[src/rtl/stg_pkg.sv]
// ----------------------------------------------------------------------------
// stg_pkg
// Shared constants, register map and types of the stepper tone generator.
// ----------------------------------------------------------------------------
`default_nettype none

package stg_pkg;

    // Default width of the tone timer.
    localparam int TIMER_BITS_DEF = 16;

    // Tone period numerator and frequency prescale (frequency / 4).
    localparam int PERIOD_SCALE = 1000000;
    localparam int FREQ_SHIFT   = 2;

    // Widths of the period divide: q below 2^14, dividend below 2^20.
    localparam int Q_BITS   = 16 - FREQ_SHIFT;
    localparam int DIV_BITS = 20;
    localparam int CNT_BITS = $clog2(DIV_BITS);

    // Item fields.
    localparam int FREQ_BITS = 16;
    localparam int DUR_BITS  = 16;

    localparam logic CMD_TICK  = 1'b0;
    localparam logic CMD_START = 1'b1;

    // Configuration register map.
    localparam int APB_ADDR_W = 4;
    localparam int APB_DATA_W = 32;
    localparam logic [1:0] REG_STEP_LIMIT   = 2'd0;
    localparam logic [1:0] REG_REVERSE_EN   = 2'd1;
    localparam logic [1:0] REG_TICKS_PER_MS = 2'd2;

    localparam logic [7:0]  STEP_LIMIT_RESET   = 8'd140;
    localparam logic [15:0] TICKS_PER_MS_RESET = 16'd2000;

    typedef struct packed {
        logic [7:0]  step_limit;
        logic        reverse_enable;
        logic [15:0] ticks_per_ms;
    } t_cfg;

endpackage

`default_nettype wire

[src/rtl/stg_if.sv]
// ----------------------------------------------------------------------------
// stg_if
// Request channels of the stepper tone generator: note/tick in, pin state out.
// ----------------------------------------------------------------------------
`default_nettype none

interface stg_in_if;
    logic        valid;
    logic        ready;
    logic        command;
    logic [15:0] frequency;
    logic [15:0] duration_ms;

    modport source (output valid, command, frequency, duration_ms, input ready);
    modport sink   (input valid, command, frequency, duration_ms, output ready);
endinterface

interface stg_out_if;
    logic valid;
    logic ready;
    logic step_level;
    logic direction_level;
    logic playing;
    logic note_finished;
    logic bad_frequency;

    modport source (output valid, step_level, direction_level, playing, note_finished,
                    bad_frequency, input ready);
    modport sink   (input valid, step_level, direction_level, playing, note_finished,
                    bad_frequency, output ready);
endinterface

`default_nettype wire

[src/rtl/stepper_tone_generator_unit.sv]
// Path: a tick request goes through the queue into the back's output register; a note
// start first runs the bit-serial period divide (skipped when frequency / 4 is 0).
// Throughput: one tick per cycle unless stalled; no request is taken during a note start.
// Reset: synchronous, active low; clears the tone state, queue and output valid flag
// and loads the configuration registers with their reset values.
// ----------------------------------------------------------------------------
// stepper_tone_generator_unit
// Timed square-wave tone generator for a stepper head: step and direction pins.
// ----------------------------------------------------------------------------
`default_nettype none

module stepper_tone_generator_unit #(
    parameter int TIMER_BITS = stg_pkg::TIMER_BITS_DEF
) (
    input  wire logic                            i_clk,
    input  wire logic                            i_rst_n,
    stg_in_if.sink                               i_in,
    stg_out_if.source                            o_out,
    input  wire logic                            psel,
    input  wire logic                            penable,
    input  wire logic                            pwrite,
    input  wire logic [stg_pkg::APB_ADDR_W-1:0]  paddr,
    input  wire logic [stg_pkg::APB_DATA_W-1:0]  pwdata,
    output logic      [stg_pkg::APB_DATA_W-1:0]  prdata,
    output logic                                 pready
);

    localparam int QW = 2 + TIMER_BITS + stg_pkg::DUR_BITS;

    stg_pkg::t_cfg r_cfg;
    logic          wr_en;
    logic [1:0]    reg_idx;

    logic          push, pop, full, empty;
    logic [QW-1:0] push_data, pop_data;

    assign pready  = 1'b1;
    assign wr_en   = psel && penable && pwrite;
    assign reg_idx = paddr[3:2];

    always_ff @(posedge i_clk) begin
        if (!i_rst_n) begin
            r_cfg.step_limit     <= stg_pkg::STEP_LIMIT_RESET;
            r_cfg.reverse_enable <= 1'b0;
            r_cfg.ticks_per_ms   <= stg_pkg::TICKS_PER_MS_RESET;
        end else if (wr_en) begin
            case (reg_idx)
                stg_pkg::REG_STEP_LIMIT:   r_cfg.step_limit     <= pwdata[7:0];
                stg_pkg::REG_REVERSE_EN:   r_cfg.reverse_enable <= pwdata[0];
                stg_pkg::REG_TICKS_PER_MS: r_cfg.ticks_per_ms   <= pwdata[15:0];
                default: begin
                end
            endcase
        end
    end

    always_comb begin
        case (reg_idx)
            stg_pkg::REG_STEP_LIMIT:   prdata = {24'd0, r_cfg.step_limit};
            stg_pkg::REG_REVERSE_EN:   prdata = {31'd0, r_cfg.reverse_enable};
            stg_pkg::REG_TICKS_PER_MS: prdata = {16'd0, r_cfg.ticks_per_ms};
            default:                   prdata = '0;
        endcase
    end

    stg_front #(
        .TIMER_BITS (TIMER_BITS),
        .QW         (QW)
    ) u_front (
        .i_clk         (i_clk),
        .i_rst_n       (i_rst_n),
        .i_valid       (i_in.valid),
        .o_ready       (i_in.ready),
        .i_command     (i_in.command),
        .i_frequency   (i_in.frequency),
        .i_duration_ms (i_in.duration_ms),
        .o_push        (push),
        .o_data        (push_data),
        .i_full        (full)
    );

    stg_queue #(
        .WIDTH (QW)
    ) u_queue (
        .i_clk   (i_clk),
        .i_rst_n (i_rst_n),
        .i_push  (push),
        .i_data  (push_data),
        .o_full  (full),
        .i_pop   (pop),
        .o_data  (pop_data),
        .o_empty (empty)
    );

    stg_back #(
        .TIMER_BITS (TIMER_BITS),
        .QW         (QW)
    ) u_back (
        .i_clk             (i_clk),
        .i_rst_n           (i_rst_n),
        .i_cfg             (r_cfg),
        .i_data            (pop_data),
        .i_empty           (empty),
        .o_pop             (pop),
        .o_valid           (o_out.valid),
        .i_ready           (o_out.ready),
        .o_step_level      (o_out.step_level),
        .o_direction_level (o_out.direction_level),
        .o_playing         (o_out.playing),
        .o_note_finished   (o_out.note_finished),
        .o_bad_frequency   (o_out.bad_frequency)
    );

endmodule

`default_nettype wire

[src/rtl/stg_front.sv]
// ----------------------------------------------------------------------------
// stg_front
// Accepts requests; ticks pass straight on, note starts get their timer
// reload from a bit-serial divide of the period by frequency / 4.
// ----------------------------------------------------------------------------
`default_nettype none

module stg_front #(
    parameter int TIMER_BITS = stg_pkg::TIMER_BITS_DEF,
    parameter int QW         = 2 + TIMER_BITS + stg_pkg::DUR_BITS
) (
    input  wire logic                          i_clk,
    input  wire logic                          i_rst_n,
    input  wire logic                          i_valid,
    output logic                               o_ready,
    input  wire logic                          i_command,
    input  wire logic [stg_pkg::FREQ_BITS-1:0] i_frequency,
    input  wire logic [stg_pkg::DUR_BITS-1:0]  i_duration_ms,
    output logic                               o_push,
    output logic [QW-1:0]                      o_data,
    input  wire logic                          i_full
);

    localparam logic [1:0] ST_IDLE = 2'd0;
    localparam logic [1:0] ST_DIV  = 2'd1;
    localparam logic [1:0] ST_PUSH = 2'd2;

    localparam int DB = stg_pkg::DIV_BITS;
    localparam int QB = stg_pkg::Q_BITS;
    localparam int CB = stg_pkg::CNT_BITS;

    logic [1:0]                       r_state, n_state;
    logic [CB-1:0]                    r_cnt, n_cnt;
    logic [DB-1:0]                    r_quo, n_quo;
    logic [QB-1:0]                    r_rem, n_rem;
    logic [QB-1:0]                    r_div, n_div;
    logic                             r_zero, n_zero;
    logic [stg_pkg::DUR_BITS-1:0]     r_dur, n_dur;

    logic [QB-1:0]  q_in;
    logic [QB:0]    shifted;
    logic [QB:0]    diff;
    logic           ge;
    logic [31:0]    period32;
    logic           flag;
    logic [TIMER_BITS-1:0] reload;
    logic           accept;

    assign q_in    = i_frequency[stg_pkg::FREQ_BITS-1:stg_pkg::FREQ_SHIFT];
    assign shifted = {r_rem, r_quo[DB-1]};
    assign diff    = shifted - {1'b0, r_div};
    assign ge      = shifted >= {1'b0, r_div};

    // A period that does not fit the timer saturates the reload to zero.
    assign period32 = 32'(r_quo);
    assign flag     = r_zero || ((period32 >> TIMER_BITS) != 32'd0);
    assign reload   = flag ? '0 : ~period32[TIMER_BITS-1:0];

    assign o_ready = (r_state == ST_IDLE) && !i_full;
    assign accept  = i_valid && o_ready;

    always_comb begin
        o_push = 1'b0;
        o_data = {stg_pkg::CMD_TICK, 1'b0, {TIMER_BITS{1'b0}}, {stg_pkg::DUR_BITS{1'b0}}};
        if (r_state == ST_PUSH) begin
            o_push = !i_full;
            o_data = {stg_pkg::CMD_START, flag, reload, r_dur};
        end else if (accept && i_command == stg_pkg::CMD_TICK) begin
            o_push = 1'b1;
        end
    end

    always_comb begin
        n_state = r_state;
        n_cnt   = r_cnt;
        n_quo   = r_quo;
        n_rem   = r_rem;
        n_div   = r_div;
        n_zero  = r_zero;
        n_dur   = r_dur;
        case (r_state)
            ST_IDLE: begin
                if (accept && i_command == stg_pkg::CMD_START) begin
                    n_quo   = DB'(stg_pkg::PERIOD_SCALE) + DB'(q_in) - DB'(1);
                    n_rem   = '0;
                    n_div   = q_in;
                    n_zero  = (q_in == '0);
                    n_dur   = i_duration_ms;
                    n_cnt   = CB'(DB - 1);
                    n_state = (q_in == '0) ? ST_PUSH : ST_DIV;
                end
            end
            ST_DIV: begin
                n_rem = ge ? diff[QB-1:0] : shifted[QB-1:0];
                n_quo = {r_quo[DB-2:0], ge};
                n_cnt = r_cnt - CB'(1);
                if (r_cnt == '0) begin
                    n_state = ST_PUSH;
                end
            end
            ST_PUSH: begin
                if (!i_full) begin
                    n_state = ST_IDLE;
                end
            end
            default: begin
                n_state = ST_IDLE;
            end
        endcase
    end

    always_ff @(posedge i_clk) begin
        if (!i_rst_n) begin
            r_state <= ST_IDLE;
        end else begin
            r_state <= n_state;
        end
        r_cnt  <= n_cnt;
        r_quo  <= n_quo;
        r_rem  <= n_rem;
        r_div  <= n_div;
        r_zero <= n_zero;
        r_dur  <= n_dur;
    end

endmodule

`default_nettype wire

[src/rtl/stg_queue.sv]
// ----------------------------------------------------------------------------
// stg_queue
// Two-entry request queue between the front and the back.
// ----------------------------------------------------------------------------
`default_nettype none

module stg_queue #(
    parameter int WIDTH = 34
) (
    input  wire logic             i_clk,
    input  wire logic             i_rst_n,
    input  wire logic             i_push,
    input  wire logic [WIDTH-1:0] i_data,
    output logic                  o_full,
    input  wire logic             i_pop,
    output logic [WIDTH-1:0]      o_data,
    output logic                  o_empty
);

    logic [WIDTH-1:0] r_mem [2];
    logic             r_wp, r_rp;
    logic [1:0]       r_cnt;

    assign o_full  = (r_cnt == 2'd2);
    assign o_empty = (r_cnt == 2'd0);
    assign o_data  = r_mem[r_rp];

    always_ff @(posedge i_clk) begin
        if (!i_rst_n) begin
            r_wp  <= 1'b0;
            r_rp  <= 1'b0;
            r_cnt <= 2'd0;
        end else begin
            if (i_push) begin
                r_wp <= ~r_wp;
            end
            if (i_pop) begin
                r_rp <= ~r_rp;
            end
            r_cnt <= r_cnt + 2'(i_push) - 2'(i_pop);
        end
        if (i_push) begin
            r_mem[r_wp] <= i_data;
        end
    end

endmodule

`default_nettype wire

[src/rtl/stg_back.sv]
// ----------------------------------------------------------------------------
// stg_back
// Runs queued requests against the tone timer, the pins and the duration
// count, and holds each result in the output register.
// ----------------------------------------------------------------------------
`default_nettype none

module stg_back #(
    parameter int TIMER_BITS = stg_pkg::TIMER_BITS_DEF,
    parameter int QW         = 2 + TIMER_BITS + stg_pkg::DUR_BITS
) (
    input  wire logic          i_clk,
    input  wire logic          i_rst_n,
    input  wire stg_pkg::t_cfg i_cfg,
    input  wire logic [QW-1:0] i_data,
    input  wire logic          i_empty,
    output logic               o_pop,
    output logic               o_valid,
    input  wire logic          i_ready,
    output logic               o_step_level,
    output logic               o_direction_level,
    output logic               o_playing,
    output logic               o_note_finished,
    output logic               o_bad_frequency
);

    localparam int DW = stg_pkg::DUR_BITS;

    logic                  q_cmd;
    logic                  q_flag;
    logic [TIMER_BITS-1:0] q_reload;
    logic [DW-1:0]         q_dur;

    logic [TIMER_BITS-1:0] r_timer, n_timer;
    logic [TIMER_BITS-1:0] r_reload, n_reload;
    logic [7:0]            r_toggles, n_toggles;
    logic                  r_step, n_step;
    logic                  r_dir, n_dir;
    logic [DW-1:0]         r_ms, n_ms;
    logic [15:0]           r_tick, n_tick;
    logic                  r_run, n_run;
    logic                  r_flag, n_flag;
    logic                  n_fin;

    logic                  r_valid;
    logic                  r_o_step, r_o_dir, r_o_play, r_o_fin, r_o_flag;

    logic [7:0]            toggles_inc;
    logic [15:0]           tick_inc;
    logic [DW-1:0]         ms_dec;

    assign {q_cmd, q_flag, q_reload, q_dur} = i_data;

    assign o_pop = !i_empty && (!r_valid || i_ready);

    assign toggles_inc = r_toggles + 8'd1;
    assign tick_inc    = r_tick + 16'd1;
    assign ms_dec      = r_ms - DW'(1);

    always_comb begin
        n_timer   = r_timer;
        n_reload  = r_reload;
        n_toggles = r_toggles;
        n_step    = r_step;
        n_dir     = r_dir;
        n_ms      = r_ms;
        n_tick    = r_tick;
        n_run     = r_run;
        n_flag    = r_flag;
        n_fin     = 1'b0;
        if (q_cmd == stg_pkg::CMD_START) begin
            n_reload = q_reload;
            n_timer  = q_reload;
            n_flag   = q_flag;
            n_ms     = q_dur;
            n_tick   = '0;
            n_run    = (q_dur != '0);
        end else if (r_run) begin
            if (&r_timer) begin
                n_timer   = r_reload;
                n_toggles = toggles_inc;
                n_step    = ~r_step;
                if (i_cfg.reverse_enable && toggles_inc == i_cfg.step_limit) begin
                    n_toggles = '0;
                    n_dir     = ~r_dir;
                end
            end else begin
                n_timer = r_timer + TIMER_BITS'(1);
            end
            n_tick = tick_inc;
            // A millisecond ends on an exact match, so a lowered limit waits for the wrap.
            if (tick_inc == i_cfg.ticks_per_ms) begin
                n_tick = '0;
                n_ms   = ms_dec;
                if (ms_dec == '0) begin
                    n_run = 1'b0;
                    n_fin = 1'b1;
                end
            end
        end
    end

    always_ff @(posedge i_clk) begin
        if (!i_rst_n) begin
            r_timer   <= '0;
            r_reload  <= '0;
            r_toggles <= '0;
            r_step    <= 1'b0;
            r_dir     <= 1'b0;
            r_ms      <= '0;
            r_tick    <= '0;
            r_run     <= 1'b0;
            r_flag    <= 1'b0;
            r_valid   <= 1'b0;
        end else begin
            if (o_pop) begin
                r_timer   <= n_timer;
                r_reload  <= n_reload;
                r_toggles <= n_toggles;
                r_step    <= n_step;
                r_dir     <= n_dir;
                r_ms      <= n_ms;
                r_tick    <= n_tick;
                r_run     <= n_run;
                r_flag    <= n_flag;
                r_valid   <= 1'b1;
            end else if (i_ready) begin
                r_valid   <= 1'b0;
            end
        end
        if (o_pop) begin
            r_o_step <= n_step;
            r_o_dir  <= n_dir;
            r_o_play <= n_run;
            r_o_fin  <= n_fin;
            r_o_flag <= n_flag;
        end
    end

    assign o_valid           = r_valid;
    assign o_step_level      = r_o_step;
    assign o_direction_level = r_o_dir;
    assign o_playing         = r_o_play;
    assign o_note_finished   = r_o_fin;
    assign o_bad_frequency   = r_o_flag;

endmodule

`default_nettype wire

[src/flat_wrapper.sv]
// flat-port wrapper written by rule: the top's interface ports become plain ports
module stepper_tone_generator_unit_flat 
#(
    parameter int TIMER_BITS = stg_pkg::TIMER_BITS_DEF
)
  (i_clk, i_rst_n, psel, penable, pwrite, paddr, pwdata, prdata, pready, i_in_valid, i_in_command, i_in_frequency, i_in_duration_ms, i_in_ready, o_out_valid, o_out_step_level, o_out_direction_level, o_out_playing, o_out_note_finished, o_out_bad_frequency, o_out_ready);
  stg_in_if i_in_i ();
  stg_out_if o_out_i ();
  input  wire logic i_clk;
  input  wire logic i_rst_n;
  input  wire logic psel;
  input  wire logic penable;
  input  wire logic pwrite;
  input  wire logic [stg_pkg::APB_ADDR_W-1:0] paddr;
  input  wire logic [stg_pkg::APB_DATA_W-1:0] pwdata;
  output logic      [stg_pkg::APB_DATA_W-1:0] prdata;
  output logic pready;
  input wire logic [$bits(i_in_i.valid)-1:0] i_in_valid;
  input wire logic [$bits(i_in_i.command)-1:0] i_in_command;
  input wire logic [$bits(i_in_i.frequency)-1:0] i_in_frequency;
  input wire logic [$bits(i_in_i.duration_ms)-1:0] i_in_duration_ms;
  output wire logic [$bits(i_in_i.ready)-1:0] i_in_ready;
  output wire logic [$bits(o_out_i.valid)-1:0] o_out_valid;
  output wire logic [$bits(o_out_i.step_level)-1:0] o_out_step_level;
  output wire logic [$bits(o_out_i.direction_level)-1:0] o_out_direction_level;
  output wire logic [$bits(o_out_i.playing)-1:0] o_out_playing;
  output wire logic [$bits(o_out_i.note_finished)-1:0] o_out_note_finished;
  output wire logic [$bits(o_out_i.bad_frequency)-1:0] o_out_bad_frequency;
  input wire logic [$bits(o_out_i.ready)-1:0] o_out_ready;
  assign i_in_i.valid = i_in_valid;
  assign i_in_i.command = i_in_command;
  assign i_in_i.frequency = i_in_frequency;
  assign i_in_i.duration_ms = i_in_duration_ms;
  assign i_in_ready = i_in_i.ready;
  assign o_out_valid = o_out_i.valid;
  assign o_out_step_level = o_out_i.step_level;
  assign o_out_direction_level = o_out_i.direction_level;
  assign o_out_playing = o_out_i.playing;
  assign o_out_note_finished = o_out_i.note_finished;
  assign o_out_bad_frequency = o_out_i.bad_frequency;
  assign o_out_i.ready = o_out_ready;
  stepper_tone_generator_unit #(.TIMER_BITS(TIMER_BITS)) u_core (.i_clk(i_clk), .i_rst_n(i_rst_n), .i_in(i_in_i), .o_out(o_out_i), .psel(psel), .penable(penable), .pwrite(pwrite), .paddr(paddr), .pwdata(pwdata), .prdata(prdata), .pready(pready));
endmodule
[config.mk]
export PLATFORM = sky130hd
export DESIGN_NAME = stepper_tone_generator_unit_flat
export DESIGN_NICKNAME = d
export VERILOG_FILES = /design/src/rtl/stg_pkg.sv /design/src/rtl/stg_if.sv /design/src/rtl/stepper_tone_generator_unit.sv /design/src/rtl/stg_front.sv /design/src/rtl/stg_queue.sv /design/src/rtl/stg_back.sv /design/src/flat_wrapper.sv
export SDC_FILE = /design/constraint.sdc
export NUM_CORES = 1
export LEC_CHECK = 0
export BUFFER_PORTS_ARGS = -buffer_cell sky130_fd_sc_hd__buf_4
export CAP_MARGIN = 20
export CORE_ASPECT_RATIO = 0.9
export CORE_MARGIN = 4
export CORE_UTILIZATION = 34
export DETAILED_ROUTE_END_ITERATION = 10
export PLACE_DENSITY_LB_ADDON = 0.08
export RECOVER_POWER = 100
export SYNTH_ARGS = -nofsm -noshare
export SYNTH_HDL_FRONTEND = slang
export SYNTH_SLANG_ARGS = --single-unit
export TNS_END_PERCENT = 5
[constraint.sdc]
create_clock -name i_clk -period 5 [get_ports i_clk]
set_input_delay 1 -clock i_clk [delete_from_list [all_inputs] [get_ports i_clk]]
set_output_delay 1 -clock i_clk [all_outputs]
set_load 0.03 [all_outputs]
## Word level (Yosys, flattened, before mapping)

Memory sizes are Yosys's and may differ from the RTL's. A register that Yosys moved wholly into a read port is not among the register bits.
Cells that the tools add are included.

| word-level totals | value |
|---|---|
| flip-flop bits (word level) | 183 |
| bits in writable memories | 68 |
| output and inout port bits | 40 |
| memories kept | 1 |
| word-level logic and storage cells | 142 |

| operators by class | value |
|---|---|
| $lt $le $gt $ge | 1 |
| mux-type cells | 46 |
| equal/unequal tests | 10 |
| bitwise gates (word level) | 9 |
| add/sub/neg operators | 10 |
| reduce and logical (&&, ||, !) cells | 37 |

Memories:

| name | depth | width | read ports | clocked after Yosys merged registers in | wr ports | line | source |
|---|---|---|---|---|---|---|---|
| u_core.u_queue.r_mem | 2 | 34 | 1 | 1 | 1 | stg_queue.sv:20 | `logic [WIDTH-1:0] r_mem [2];` |

Operators by type and width:

| kind | count |
|---|---|
| 2-to-1 mux 16 bit | 10 |
| case mux 16 bit (3 select lines) | 1 |
| case mux 20 bit (2 select lines) | 1 |
| 2-to-1 mux 34 bit | 1 |
| adder 16 x 1 -> 16 bit, second input constant | 2 |
| nonzero test 32 bit | 1 |
| 2-to-1 mux 14 bit | 2 |
| case mux 14 bit (2 select lines) | 1 |
| 2-to-1 mux 1 bit | 21 |
| 2-to-1 mux 20 bit | 1 |
| AND reduction 19 bit | 1 |
| subtractor 18 x 2 -> 19 bit, second input constant | 1 |
| adder 17 x 15 -> 18 bit, first input constant | 1 |
| equality test 16 bit | 1 |
| zero test 16 bit | 1 |
| inverter 16 bit | 1 |
| AND reduction 16 bit | 1 |
| nonzero test 16 bit | 1 |
| subtractor 16 x 1 -> 16 bit, second input constant | 1 |
| greater-or-equal comparator 15 x 14 -> 1 bit | 1 |
| zero test 14 bit | 1 |
| AND reduction 2 bit | 7 |
| subtractor 14 bit | 1 |
| case mux 5 bit (2 select lines) | 1 |
| other kinds (22) | 52 |

## Longest topological paths before layout

| depth | value |
|---|---|
| depth after elaboration | 9 |
| depth in mapped cells | 11 |
| depth with buffers taken out | 11 |

## Hierarchy

Synthesis repeated with hierarchy kept, for this count alone.

| unflattened totals | value |
|---|---|
| cells, all modules | 1328 |
| area total of the unflattened synthesis | 13470.4 um^2 |

By module, submodules not included:

| module | times used | area each (um^2) | cells each | seq. area each (um^2) |
|---|---|---|---|---|
| stg_back | 1 | 5315.1 | 670 | 1691.6 |
| stg_front | 1 | 3977.6 | 373 | 2142.1 |
| stg_queue | 1 | 2834.0 | 127 | 2142.1 |
| stepper_tone_generator_unit | 1 | 1343.8 | 158 | 500.5 |

## Least setup slack after synthesis

OpenSTA, ideal clock, no wires.

| path | value |
|---|---|
| path kind | reg2reg |
| start point | reg u_core.u_queue.r_cnt[1] |
| end point | reg u_core.u_front.r_cnt[0], enable pin |
| clock period less this slack | 4.390 ns |
| arrival time | 3.953 ns |
| path slack | 0.610 ns |
| cell stages (with the launch flop) | 6 |
| setup time | 0.437 ns |
| required time | 4.563 ns |
| path through | dfxtp_1 -> nor2b_1 -> nor3_1 -> and3_1 -> nor2_1 -> nor2_1 |

| between the ends | value |
|---|---|
| longest elaborated chain between the ends | 7 |

RTL lines:

| element | line | source |
|---|---|---|
| from (decl) | stg_queue.sv:22 | `logic [1:0] r_cnt;` |
| from (signal assigned) | stg_queue.sv:40 | `r_cnt <= r_cnt + 2'(i_push) - 2'(i_pop);` |
| equality test 2 bit | stg_queue.sv:24 | `assign o_full = (r_cnt == 2'd2);` |
| zero test 1 bit | -- |  |
| logical AND 1 bit | stg_front.sv:59 | `assign o_ready = (r_state == ST_IDLE) && !i_full;` |
| net i_in_ready | flat_wrapper.sv:22 | `output wire logic [$bits(i_in_i.ready)-1:0] i_in_ready;` |
| logical AND 1 bit | stg_front.sv:60 | `assign accept = i_valid && o_ready;` |
| logical AND 1 bit | stg_front.sv:83 | `if (accept && i_command == stg_pkg::CMD_START) begin` |
| inequality test 2 x 1 -> 1 bit (no source line) | -- |  |
| AND reduction 2 bit (no source line) | -- |  |
| to (signal assigned) | stg_front.sv:118 | `r_cnt <= n_cnt;` |
| to (decl) | stg_front.sv:33 | `logic [CB-1:0] r_cnt, n_cnt;` |

The timed path passes the listed nets, and every way through them passes these cells.
A chain may end at the register's enable or synchronous reset.

## Worst setup path in the final report

| path | value |
|---|---|
| start point | reg u_core.u_back.r_tick[0] |
| end point | reg u_core.u_back.r_tick[7] |

| between the ends | value |
|---|---|
| longest elaborated chain between the ends | 5 |

RTL lines:

| element | line | source |
|---|---|---|
| from (decl) | stg_back.sv:40 | `logic [15:0] r_tick, n_tick;` |
| from (signal assigned) | stg_back.sv:123 | `r_tick <= n_tick;` |
| adder 16 x 1 -> 16 bit (*) | stg_back.sv:57 | `assign tick_inc = r_tick + 16'd1;` |
| equality test 16 bit | stg_back.sv:92 | `if (tick_inc == i_cfg.ticks_per_ms) begin` |
| 2-to-1 mux 16 bit (*) | stg_back.sv:92 |  |
| 2-to-1 mux 16 bit (*) | stg_back.sv:78 | `end else if (r_run) begin` |
| 2-to-1 mux 16 bit (*) | stg_back.sv:71 | `if (q_cmd == stg_pkg::CMD_START) begin` |

Every way passes the cells marked *; elsewhere a longest branch is shown, timed or not. The select of a mux whose other input is x is not followed.

==> flow_summary.toml <==
[setup_path]
crit_start = "u_core.u_back.r_tick[0]"
worst_ep_arrival_time_ps = 4330
r2r-start = "u_core.u_back.r_tick[0]"
worst_ep_required_time_ps = 5460
crit_path_end = "u_core.u_back.r_tick[7]"
timing.rr.end = "u_core.u_back.r_tick[7]"
crit_path_end_kind = "flop"
cp_max_fo = 10
r2r_slack_ps = 1120
critical_path.startpoint_type = "flop"
criticalPathCategory = "reg -> reg"
worst_r2r_path_depth = 9

[route]
wl_um = 32260
antenna_left = 0
drcViolationCount = 0
drt_iter0_drc = 557
vias = 9607
via_per_inst = 5.146
wl_per_cell_um = 17.28
drtPass1Iterations = 5

[synthesis]
yosys-top-cells-area = "edfxtp_1 (33%), dfxtp_1 (17%), mux2i_1 (4.6%), nand2_1 (4.3%), nor2_1 (3.1%)"
async_reset_ff_share_pct = 0
netlist.area_leader.share_pct = 33.10
synth_edf_count = 143
ys_seq_area_share_pct = 49.92
yosysWarnings = 0
ys_seq_elements = 252
ys_types = 80
yosysTopAreaCell = "edfxtp_1"
synth.avg_cell_area_um2 = 10.00
netlist_instances = 1297
synth_ff_type = "edfxtp_1"
syn_area_mm2 = 0.01297

[timing]
skew_ps = 17.60
tightest_slew_ps = 2945
setup_viol = 0
fin_crit_sh_pct = 77.51
finalCriticalPeriod_ps = 3875
timing.final.ws_setup_ps = 1125
drv_slew = 213
finalHoldViolCount = 0
finalSetupTns_ps = 0
fmax_ghz = 0.2580
rsz0062_at_grt = "false"
slew_headroom_pct = -97.05

[clock_tree]
cts_made_buffers = 31
clk_latency_ps = 580
clock-sinks = 252
root_buffer = "clkbuf_16"
hold_buffers = 0
cts_tree = "built"
clockBufferDepth = 3
htreeDepth = 1
cts_resized = 0
clk_pin_slew_ps = 60
post_cts_buffers = 0

[hold_path]
hold_path_class = "reg -> reg"

[power_and_ir_drop]
powerDensity_mw_per_mm2 = 457.2
p_leak_nw = 5.515
power_mw = 6.794
peakVddDrop_mv = 0.2528

[grt]
gr-total-overflow = 0
grt_pass1_vias = 9127
grt_usage_pct = 15.11
grt_max_degree = 55
grt_pass1_wl_um = 51120
antenna_found_initial = 0

[placed_design]
port_buffers = 78
gp_congestion = 0.8111
hpwl_um = 22350
pre_cts_slack_ps = 1444

[floorplanning]
die_y_um = 193.3
io_pins = 116
start_util_pct = 34.62
die_x_um = 213.9
row_count = 67
die_area_mm2 = 0.04135
fp.coreArea_mm2 = 0.03747

[job]
maxCapViolCount = 7

[finish]
drive_gt1_share_pct = 9.899
fill_cells = 3753
syn_to_final_growth_pct = 14.56
num-nets-final = 1460
antenna_cells = 0

[run_status]
status = "complete, but fails checks"
violations = "max-capacitance violations, max-slew violations"
==> flip-flops by register name (all words and copies together) (netlist names), 8 cells and up, named ones only <==
| name | flops |
|---|---|
| u_core.u_back.r_timer | 16 |
| u_core.u_front.r_dur | 16 |
| u_core.u_queue.r_mem | 68 |
| u_core.u_back.r_toggles | 8 |
| u_core.u_front.r_rem | 14 |
| u_core.u_front.r_quo | 20 |
| u_core.r_cfg | 25 |
| u_core.u_back.r_ms | 16 |
| u_core.u_back.r_tick | 16 |
| u_core.u_back.r_reload | 16 |
| u_core.u_front.r_div | 14 |
==> metrics by stage <==
| step | area, um^2 | utilization [%] | hold slack, ps | cells |
|---|---|---|---|---|
| detailed placement | 13980 | 37.31 | 473.8 | 1808 |
| global route | 14860 | 39.66 | 501.5 | 1867 |
| CTS | 15080 | 40.24 | 483.3 | 1866 |
| finish | 14860 | 39.66 | 494.3 | 1867 |
| global placement | 13980 | 37.31 | 456.0 | 1808 |
| floorplan | 13030 | - | 443.7 | 1312 |
==> placed cells by master, fill, tap and decap left out, types with 30 or more instances in the layout <==
cell         n
clkbuf_16   32
o21ai_0     55
buf_4       37
clkbuf_1    46
inv_1       39
nor2_1     107
xnor2_1     45
edfxtp_1   143
and2_0      30
mux2i_1     58
nand2_1    148
a21oi_1     47
dfxtp_1    109
nand3_1     49
==> worst max-delay path, cell delays in order, from the launching register on <==
cell and delay, ps:
dfxtp_1 470, ha_1 420, nand4_1 290, or3_1 400
a2bb2o_1 310, a2111oi_0 430, nand4_1 440, nand4_1 590
o21ai_0 150, a22o_1 250
==> per-layer routing <==
metal	global-route usage (%)	wire, um
met1	22.83	16200
met2	22.99	13970
met3	2.397	1521
met4	2.986	559
met5	0	0
==> cell usage after synthesis (all sizes together) (19+ instances only) <==
cell type    n
nand2      148
edfxtp     143
dfxtp      109
nor2       108
mux2i       59
o21ai       55
nand3       50
a21oi       47
clkbuf      46
xnor2       45
inv         39
and2        38
buf         34
nor2b       28
xor2        28
nor3        27
a21boi      24
ha          24
a211oi      23
nand4       20
a31oi       19
==> logic make-up (layout without fill, tap and decap cells) <==
group	after synthesis	after routing	synth area share [%]
xor gates and xnor gates	74	74	5.102
buffers and inverters	119	191	4.176
AOI/OAI and AO/OA	261	261	14.21
adders and majority gates	25	25	2.469
muxes	62	62	4.813
and+or+nand+nor	502	502	19.25
other	2	17	0.05789
DFF	252	252	49.92
==> worst min-delay path by stage <==
stage / startpoint / end / slack, ps / cells after the start
2_1_floorplan: u_core.u_back.r_reload[1] / u_core.u_back.r_reload[1] / 440 / 2
3_3_place_gp: u_core.u_back.r_reload[3] / u_core.u_back.r_reload[3] / 460 / 2
3_5_place_dp: u_core.u_back.r_reload[3] / u_core.u_back.r_reload[3] / 470 / 2
4_1_cts: u_core.u_back.r_reload[3] / u_core.u_back.r_reload[3] / 480 / 2
5_1_grt: u_core.u_back.r_reload[3] / u_core.u_back.r_reload[3] / 500 / 2
6_report: u_core.u_back.r_reload[3] / u_core.u_back.r_reload[3] / 490 / 2
==> report_power, final <==
part / leakage (nW) / internal, mW / switching [mW]
combinational: 2.72 / 0.611 / 1.09
clock: 0.547 / 1.49 / 0.894
sequential: 2.25 / 2.52 / 0.198
total: 5.52 / 4.61 / 2.18
==> cell type report <==
type	instances	area (um^2)	share of cell area (%)
clock buffer	48	929.6	6.255
multi-input combinational	941	5986	40.28
clock inverter	10	166.4	1.120
sequential	252	6476	43.58
timing repair buffer	94	553.0	3.721
inverter	39	146.4	0.9850
tap	483	604.3	4.066
(Power assumes the default switching activity.)
